### config.mk
export PLATFORM = sky130hd
export DESIGN_NAME = hex_record_flash_writer_top
export DESIGN_NICKNAME = d
export VERILOG_FILES = /design/src/rtl/hrfw_pkg.sv /design/src/rtl/hrfw_front.sv /design/src/rtl/hrfw_cmd_fifo.sv /design/src/rtl/hrfw_back.sv /design/src/rtl/hex_record_flash_writer_top.sv
export SDC_FILE = /design/constraint.sdc
export NUM_CORES = 1
export LEC_CHECK = 0
export ABC_AREA = 1
export BUFFER_PORTS_ARGS = -buffer_cell sky130_fd_sc_hd__buf_4
export CAP_MARGIN = 15
export CORE_ASPECT_RATIO = 0.7
export CORE_MARGIN = 2
export CORE_UTILIZATION = 40
export DETAILED_ROUTE_END_ITERATION = 10
export GPL_TIMING_DRIVEN = 0
export HOLD_SLACK_MARGIN = 0.1
export SETUP_SLACK_MARGIN = 0.2
export SYNTH_ARGS = -nofsm -noshare
export SYNTH_HDL_FRONTEND = slang
export SYNTH_SLANG_ARGS = --single-unit
### constraint.sdc
create_clock -name clk -period 4.75 [get_ports clk]
set_input_delay 0.7125 -clock clk [delete_from_list [all_inputs] [get_ports clk]]
set_output_delay 0.7125 -clock clk [all_outputs]
set_load 0.005 [all_outputs]
### src/rtl/hrfw_pkg.sv
// Shared types, constants and helpers for the hex record flash writer.
package hrfw_pkg;

	// Reset value of the kept flash address
	localparam logic [31:0] RESET_ADDRESS = 32'h0800_0000;

	// Default depth of the command queue between front and back
	localparam int CMD_FIFO_DEPTH = 4;

	// Record character positions (':' sits at position 0)
	localparam logic [9:0] POS_COUNT_LO  = 10'd1;
	localparam logic [9:0] POS_COUNT_HI  = 10'd2;
	localparam logic [9:0] POS_ADDR_LO   = 10'd3;
	localparam logic [9:0] POS_ADDR_HI   = 10'd6;
	localparam logic [9:0] POS_TYPE      = 10'd8;
	localparam logic [9:0] POS_DATA      = 10'd9;
	localparam logic [9:0] POS_MAX       = 10'd1023;

	// Characters the parser looks at
	localparam logic [7:0] CHAR_COLON = 8'h3A;
	localparam logic [7:0] CHAR_ZERO  = 8'h30;
	localparam logic [7:0] CHAR_NINE  = 8'h39;
	localparam logic [7:0] CHAR_FOUR  = 8'h34;
	localparam logic [7:0] HEX_ALPHA_BIAS = 8'd55;

	// Record kinds
	localparam logic [1:0] KIND_DATA    = 2'd0;
	localparam logic [1:0] KIND_UPPER   = 2'd1;
	localparam logic [1:0] KIND_IGNORED = 2'd2;

	// Command opcodes passed from front to back
	localparam logic [1:0] CMD_SET_LOW  = 2'd0;
	localparam logic [1:0] CMD_SET_HIGH = 2'd1;
	localparam logic [1:0] CMD_WRITE    = 2'd2;

	typedef struct packed {
		logic [1:0]  op;
		logic [15:0] value;
		logic        last;
	} cmd_t;

	// Decode one hex digit; non-digits map to (code - 55) mod 16
	function automatic logic [3:0] digit_value(input logic [7:0] c);
		logic [7:0] diff;
		begin
			if (c >= CHAR_ZERO && c <= CHAR_NINE) begin
				diff = c - CHAR_ZERO;
			end else begin
				diff = c - HEX_ALPHA_BIAS;
			end
			digit_value = diff[3:0];
		end
	endfunction

endpackage

### src/rtl/hrfw_front.sv
// Record parser: tracks position in the record and issues address and write commands.
module hrfw_front (
	input  logic              clk,
	input  logic              arst_n,
	input  logic              ch_valid,
	input  logic [7:0]        ch,
	input  logic              ch_stall,
	output logic              cmd_push,
	output hrfw_pkg::cmd_t    cmd_data
);
	import hrfw_pkg::*;

	logic        in_record_q;
	logic [9:0]  pos_q;
	logic [7:0]  byte_count_q;
	logic [15:0] addr_field_q;
	logic [1:0]  kind_q;
	logic [11:0] nib_q;

	logic        accept;
	logic        is_colon;
	logic [3:0]  d;
	logic [9:0]  k;
	logic [7:0]  group;
	logic [1:0]  sub;
	logic [7:0]  pairs;
	logic        in_data;
	logic        data_active;
	logic        upper_active;

	assign accept   = ch_valid && !ch_stall;
	assign is_colon = (ch == CHAR_COLON);
	assign d        = digit_value(ch);
	assign k        = pos_q - POS_DATA;
	assign group    = k[9:2];
	assign sub      = k[1:0];
	assign pairs    = byte_count_q >> 1;
	assign in_data  = (pos_q >= POS_DATA) && (pos_q < POS_MAX);
	assign data_active  = in_data && (kind_q == KIND_DATA) && (group < pairs);
	assign upper_active = in_data && (kind_q == KIND_UPPER) && (group == 8'd0);

	// Build the command for the current character
	always_comb begin
		cmd_push       = 1'b0;
		cmd_data.op    = CMD_WRITE;
		cmd_data.value = {nib_q[3:0], d, nib_q[11:4]};
		cmd_data.last  = ((group + 8'd1) == pairs);
		if (accept && !is_colon && in_record_q) begin
			if (pos_q == POS_TYPE) begin
				if (ch == CHAR_ZERO) begin
					cmd_push       = 1'b1;
					cmd_data.op    = CMD_SET_LOW;
					cmd_data.value = addr_field_q;
				end
			end else if (data_active && sub == 2'd3) begin
				cmd_push = 1'b1;
			end else if (upper_active && sub == 2'd3) begin
				cmd_push       = 1'b1;
				cmd_data.op    = CMD_SET_HIGH;
				cmd_data.value = {nib_q, d};
			end
		end
	end

	// Advance the record fields
	always_ff @(posedge clk or negedge arst_n) begin
		if (!arst_n) begin
			in_record_q  <= 1'b0;
			pos_q        <= '0;
			byte_count_q <= '0;
			addr_field_q <= '0;
			kind_q       <= KIND_DATA;
			nib_q        <= '0;
		end else if (accept) begin
			if (is_colon) begin
				in_record_q  <= 1'b1;
				pos_q        <= POS_COUNT_LO;
				byte_count_q <= '0;
				addr_field_q <= '0;
				kind_q       <= KIND_IGNORED;
				nib_q        <= '0;
			end else if (in_record_q) begin
				if (pos_q < POS_MAX) begin
					pos_q <= pos_q + 10'd1;
				end
				if (pos_q == POS_COUNT_LO || pos_q == POS_COUNT_HI) begin
					byte_count_q <= {byte_count_q[3:0], d};
				end else if (pos_q >= POS_ADDR_LO && pos_q <= POS_ADDR_HI) begin
					addr_field_q <= {addr_field_q[11:0], d};
				end else if (pos_q == POS_TYPE) begin
					if (ch == CHAR_ZERO) begin
						kind_q <= KIND_DATA;
					end else if (ch == CHAR_FOUR) begin
						kind_q <= KIND_UPPER;
					end else begin
						kind_q <= KIND_IGNORED;
					end
				end else if (data_active || upper_active) begin
					if (sub == 2'd3) begin
						nib_q <= '0;
					end else begin
						nib_q <= {nib_q[7:0], d};
					end
				end
			end
		end
	end

endmodule

### src/rtl/hrfw_cmd_fifo.sv
// Short command queue between the parser and the write stage.
module hrfw_cmd_fifo #(
	parameter int DEPTH = hrfw_pkg::CMD_FIFO_DEPTH
) (
	input  logic              clk,
	input  logic              arst_n,
	input  logic              push,
	input  hrfw_pkg::cmd_t    push_data,
	input  logic              pop,
	output hrfw_pkg::cmd_t    pop_data,
	output logic              full,
	output logic              empty
);
	import hrfw_pkg::*;

	localparam int PTR_W = (DEPTH > 1) ? $clog2(DEPTH) : 1;
	localparam int CNT_W = $clog2(DEPTH + 1);
	localparam logic [PTR_W-1:0] PTR_LAST = PTR_W'(DEPTH - 1);
	localparam logic [CNT_W-1:0] CNT_FULL = CNT_W'(DEPTH);

	cmd_t             mem_q [DEPTH];
	logic [PTR_W-1:0] wr_ptr_q;
	logic [PTR_W-1:0] rd_ptr_q;
	logic [CNT_W-1:0] count_q;
	logic             do_push;
	logic             do_pop;

	assign full     = (count_q == CNT_FULL);
	assign empty    = (count_q == '0);
	assign do_push  = push && !full;
	assign do_pop   = pop && !empty;
	assign pop_data = mem_q[rd_ptr_q];

	// Store incoming commands
	always_ff @(posedge clk) begin
		if (do_push) begin
			mem_q[wr_ptr_q] <= push_data;
		end
	end

	// Advance pointers and occupancy
	always_ff @(posedge clk or negedge arst_n) begin
		if (!arst_n) begin
			wr_ptr_q <= '0;
			rd_ptr_q <= '0;
			count_q  <= '0;
		end else begin
			if (do_push) begin
				wr_ptr_q <= (wr_ptr_q == PTR_LAST) ? '0 : wr_ptr_q + PTR_W'(1);
			end
			if (do_pop) begin
				rd_ptr_q <= (rd_ptr_q == PTR_LAST) ? '0 : rd_ptr_q + PTR_W'(1);
			end
			if (do_push && !do_pop) begin
				count_q <= count_q + CNT_W'(1);
			end else if (do_pop && !do_push) begin
				count_q <= count_q - CNT_W'(1);
			end
		end
	end

endmodule

### src/rtl/hrfw_back.sv
// Write stage: keeps the flash address and forms halfword write transactions.
module hrfw_back (
	input  logic              clk,
	input  logic              arst_n,
	input  logic              cmd_empty,
	input  hrfw_pkg::cmd_t    cmd_data,
	output logic              cmd_pop,
	output logic              wr_valid,
	input  logic              wr_stall,
	output logic [31:0]       write_address,
	output logic [15:0]       write_data,
	output logic              last_of_record
);
	import hrfw_pkg::*;

	logic [31:0] full_addr_q;
	logic [6:0]  hw_index_q;
	logic        out_valid_q;
	logic        slot_free;
	logic        is_write;

	assign slot_free = !out_valid_q || !wr_stall;
	assign is_write  = (cmd_data.op == CMD_WRITE);
	assign cmd_pop   = !cmd_empty && (!is_write || slot_free);
	assign wr_valid  = out_valid_q;

	// Apply address commands and track halfword index
	always_ff @(posedge clk or negedge arst_n) begin
		if (!arst_n) begin
			full_addr_q <= RESET_ADDRESS;
			hw_index_q  <= '0;
			out_valid_q <= 1'b0;
		end else begin
			// Hold the write transaction until taken, load a new one on a write
			if (cmd_pop && is_write) begin
				out_valid_q <= 1'b1;
			end else if (!wr_stall) begin
				out_valid_q <= 1'b0;
			end
			if (cmd_pop) begin
				case (cmd_data.op)
					CMD_SET_LOW: begin
						full_addr_q[15:0] <= cmd_data.value;
						hw_index_q        <= '0;
					end
					CMD_SET_HIGH: begin
						full_addr_q[31:16] <= cmd_data.value;
					end
					CMD_WRITE: begin
						hw_index_q <= hw_index_q + 7'd1;
					end
					default: begin
					end
				endcase
			end
		end
	end

	// Load the output register for a write
	always_ff @(posedge clk) begin
		if (cmd_pop && is_write) begin
			write_address  <= full_addr_q + {24'd0, hw_index_q, 1'b0};
			write_data     <= cmd_data.value;
			last_of_record <= cmd_data.last;
		end
	end

endmodule

### src/rtl/hex_record_flash_writer_top.sv
// Top level of the hex record flash writer.
// Takes one ASCII character of an Intel HEX stream per transaction on the ch
// channel and issues halfword flash writes on the wr channel. The parser accepts
// a character every cycle while ch_stall is low; a short command queue decouples
// it from the write stage, so ch_stall rises only when that queue is full. A data
// record yields one write per four data digits; each goes through the queue and
// the write stage's output register. The kept address resets to 0x08000000.
module hex_record_flash_writer_top #(
	parameter int FIFO_DEPTH = hrfw_pkg::CMD_FIFO_DEPTH
) (
	input  logic        clk,
	input  logic        arst_n,
	input  logic        ch_valid,
	output logic        ch_stall,
	input  logic [7:0]  ch,
	output logic        wr_valid,
	input  logic        wr_stall,
	output logic [31:0] write_address,
	output logic [15:0] write_data,
	output logic        last_of_record
);
	import hrfw_pkg::*;

	logic cmd_push;
	cmd_t cmd_in;
	cmd_t cmd_out;
	logic cmd_pop;
	logic cmd_full;
	logic cmd_empty;

	assign ch_stall = cmd_full;

	hrfw_front u_front (
		.clk      (clk),
		.arst_n   (arst_n),
		.ch_valid (ch_valid),
		.ch       (ch),
		.ch_stall (ch_stall),
		.cmd_push (cmd_push),
		.cmd_data (cmd_in)
	);

	hrfw_cmd_fifo #(
		.DEPTH (FIFO_DEPTH)
	) u_fifo (
		.clk       (clk),
		.arst_n    (arst_n),
		.push      (cmd_push),
		.push_data (cmd_in),
		.pop       (cmd_pop),
		.pop_data  (cmd_out),
		.full      (cmd_full),
		.empty     (cmd_empty)
	);

	hrfw_back u_back (
		.clk            (clk),
		.arst_n         (arst_n),
		.cmd_empty      (cmd_empty),
		.cmd_data       (cmd_out),
		.cmd_pop        (cmd_pop),
		.wr_valid       (wr_valid),
		.wr_stall       (wr_stall),
		.write_address  (write_address),
		.write_data     (write_data),
		.last_of_record (last_of_record)
	);

endmodule
==> impl_metrics.py <==
metrics = {
    "power_and_ir_drop": {
        "comb_power_share_pct": 37.8,
        "switching_share_pct": 38.6,
        "power_uw": 7830,
        "p_int_uw": 4810,
        "pwr-share-clk_pct": 22.9,
        "power.leakage_uw": 0.00534,
        "seqPwrFrac_pct": 39.2,
        "peakVddDrop_mv": 0.279,
        "power_switching_uw": 3030,
        "p_per_area_nw_per_um2": 620,
    },
    "sta": {
        "report.final.slew_viol_count": 0,
        "fin_crit_ns": 3.96,
        "max_clock_freq_mhz": 252,
        "final-setup-viol-count": 0,
        "rsz0062_at_grt": "false",
        "hold_viol": 0,
        "fin_skew_ns": 0.0261,
        "relSlewSlack_pct": 36.0,
        "fin_hold_ws_ns": 0.193,
        "min_period_over_period_pct": 83.4,
        "tns_ns": 0,
        "worst_slew_pin_slew_ns": 0.950,
    },
    "logic_synthesis": {
        "synth_area_um2": 10800,
        "yosys_warnings": 0,
        "yosys.area.top_type": "edfxtp_1",
        "synth_top_area_share_pct": 34.7,
        "async_flop_share_pct": 43.4,
        "synth_cell_types": 39,
        "syn_nets": 1147,
        "seq_area_frac_synth_pct": 56.9,
        "synth_common_cells": "nand2_1, edfxtp_1, inv_1, dfrtp_1, nor2_1",
        "synth-edff-count": 125,
        "synth-seq-cells": 221,
        "syn_inst": 1100,
        "avgSynthCellArea_um2": 9.83,
        "synthFlopType": "edfxtp_1",
        "synth_most_common_cell": "nand2_1",
        "synth_area_leaders": "edfxtp_1, dfrtp_1, nand2_1",
    },
    "die": {
        "die_w_um": 201,
        "fp.dieH_um": 142,
        "ios": 63,
        "dieArea_um2": 28400,
        "fp-row-count": 50,
        "start_util_pct": 40.6,
        "core_um2": 26700,
    },
    "route": {
        "vias": 7968,
        "drt-total-wl_um": 25700,
        "first_iter_violations": 750,
        "vias_per_cell": 5.06,
        "drc": 0,
        "drtPass1Iterations": 5,
        "ant_nets": 0,
        "wl_per_cell_um": 16.3,
    },
    "cts": {
        "cts_tree": "built",
        "htreeDepth": 1,
        "cts_root_buf": "clkbuf_16",
        "cts.sinks": 221,
        "path_clk_slew_ns": 0.06,
        "cts_buffers": 24,
        "worstSkewPairLatency_ns": 0.53,
        "holdBufCountCts": 0,
        "cts_max_path_buffers": 3,
        "post_cts_resize_count": 0,
        "postCtsSetupBuffers": 0,
    },
    "finish": {
        "regArea_um2": 6160,
        "antennaDiodeCount": 0,
        "drive_above_1_share_pct": 16.1,
        "multiInputGateArea_um2": 4060,
        "area_delta_synth_final_pct": 16.9,
        "postLayoutCoreUtil_pct": 47.4,
        "fillers": 2529,
        "fin_area_um2": 12600,
        "finalNetCount": 1241,
    },
    "placed_design": {
        "numPortBuffers": 62,
        "place_congestion": 0.853,
        "dpl_cell_area_um2": 11900,
        "hpwl_um": 18800,
    },
    "critical_path": {
        "worstSetupPathType": "register to register",
        "startpoint_type": "register",
        "cp_max_fo": 7,
        "cp-end-kind": "register",
        "cp.required_ns": 5.13,
        "crit_arrival_ns": 4.35,
    },
    "global_routing": {
        "grt_pass1_vias": 7488,
        "overflow": 0,
        "antenna_found_initial": 0,
        "grt_use_total_pct": 18.3,
        "grt_max_degree": 57,
        "grt_first_pass_wirelength_um": 41200,
    },
    "worst_hold_path": {
        "hold_class": "primary input to asynchronous set/reset pin",
    },
    "status": {
        "outcome": "complete, no violations",
    },
    "job": {
        "cap_violations": 0,
    },
}
-- final cells by class --
type / instances / share of cell area [%]
Buffer: 27 / 1.13
Clock buffer: 26 / 4.81
Clock inverter: 17 / 1.15
Inverter: 124 / 3.68
Multi-Input combinational cell: 728 / 32.1
Sequential cell: 221 / 48.7
Tap cell: 364 / 3.60
Timing Repair Buffer: 68 / 4.83
-- sequential cells by signal (all words and copies together), names as in the netlist, 2 cells and up --
register / count
u_back.full_addr_q: 32
u_back.hw_index_q: 7
u_back.write_address: 32
u_back.write_data: 16
u_fifo.count_q: 3
u_fifo.mem_q: 76
u_fifo.rd_ptr_q: 2
u_fifo.wr_ptr_q: 2
u_front.addr_field_q: 16
u_front.byte_count_q: 8
u_front.kind_q: 2
u_front.nib_q: 12
u_front.pos_q: 10
-- worst max-delay path, cell delays in order, from the launching register on --
cell      delay [ns]
dfrtp_1         0.44
inv_1           0.20
ha_1            0.39
inv_1           0.20
nand2_1         0.10
nand2_1         0.11
inv_1           0.10
ha_1            0.14
nand2_1         0.05
nand3b_1        0.20
nor3_4          0.33
nand3_4         0.16
nand3_1         0.18
nand2_2         0.16
inv_1           0.09
ha_1            0.13
inv_1           0.06
fa_1            0.37
a21oi_1         0.14
o21ai_0         0.11
xor2_1          0.15
-- final timing paths --
kind / from / end / slack, ns / depth (start not counted)
min in group clk: wr_stall / u_back.wr_valid$_DFFE_PN0P_ / 0.47 / 3
min: arst_n / u_front.addr_field_q[11]$_DFFE_PN0P_ / 0.19 / 1
max in group asynchronous: arst_n / u_back.full_addr_q[8]$_DFFE_PN0P_ / 3.83 / 2
min reg2reg: u_front.in_record_q$_DFFE_PN0P_ / u_front.in_record_q$_DFFE_PN0P_ / 0.48 / 2
max: u_front.pos_q[0]$_DFFE_PN0P_ / u_fifo.count_q[2]$_DFFE_PN0P_ / 0.79 / 20
max reg2reg: u_front.pos_q[0]$_DFFE_PN0P_ / u_fifo.count_q[2]$_DFFE_PN0P_ / 0.79 / 20
-- metrics by stage --
step | setup WS [ns] | std cells
5_1_grt | 0.461 | 1575
3_5_place_dp | 0.852 | 1532
4_1_cts | 0.810 | 1575
2_1_floorplan | 1.31 | 1100
3_3_place_gp | 0.153 | 1526
6_report | 0.788 | 1575
-- per-layer routing --
layer | share of wire [%] | vias up | track usage, %
met4 | 1.5 | 0 | 3.78
met1 | 51 | 3817 | 28.3
met5 | 0 | - | 0
li1 | - | 3911 | -
met3 | 6.9 | 33 | 3.93
met2 | 41 | 207 | 26.3
-- logic make-up after synthesis --
group | count (synthesis) | synth area share (%)
AOI/OAI and AO/OA | 179 | 9.44
xor gates and xnor gates | 38 | 3.08
adders and majority gates | 35 | 4.19
buffers and inverters | 151 | 5.62
DFF | 221 | 56.9
muxes | 12 | 1.25
and+or+nand+nor | 464 | 19.5
-- placed cells by master (no fill, tap or decap), types with 24 or more instances in the layout --
master     count
edfxtp_1     125
nand3_1       75
buf_4         66
o22ai_1       36
dfrtp_1       95
o21ai_0       87
xor2_1        33
ha_1          33
nor2_1        88
nand2_1      216
clkbuf_16     24
inv_1        118
-- power by group through the flow --
stage                     Clock (uW)  Sequential [uW]  Combinational, uW
after global routing            1910             3140               3340
after CTS                       1830             3070               2970
final                           1800             3070               2960
after detailed placement           0             3100               2950
after floorplan                    0             3050               1920
after global placement             0             3110               2870
(Power assumes the default switching activity.)
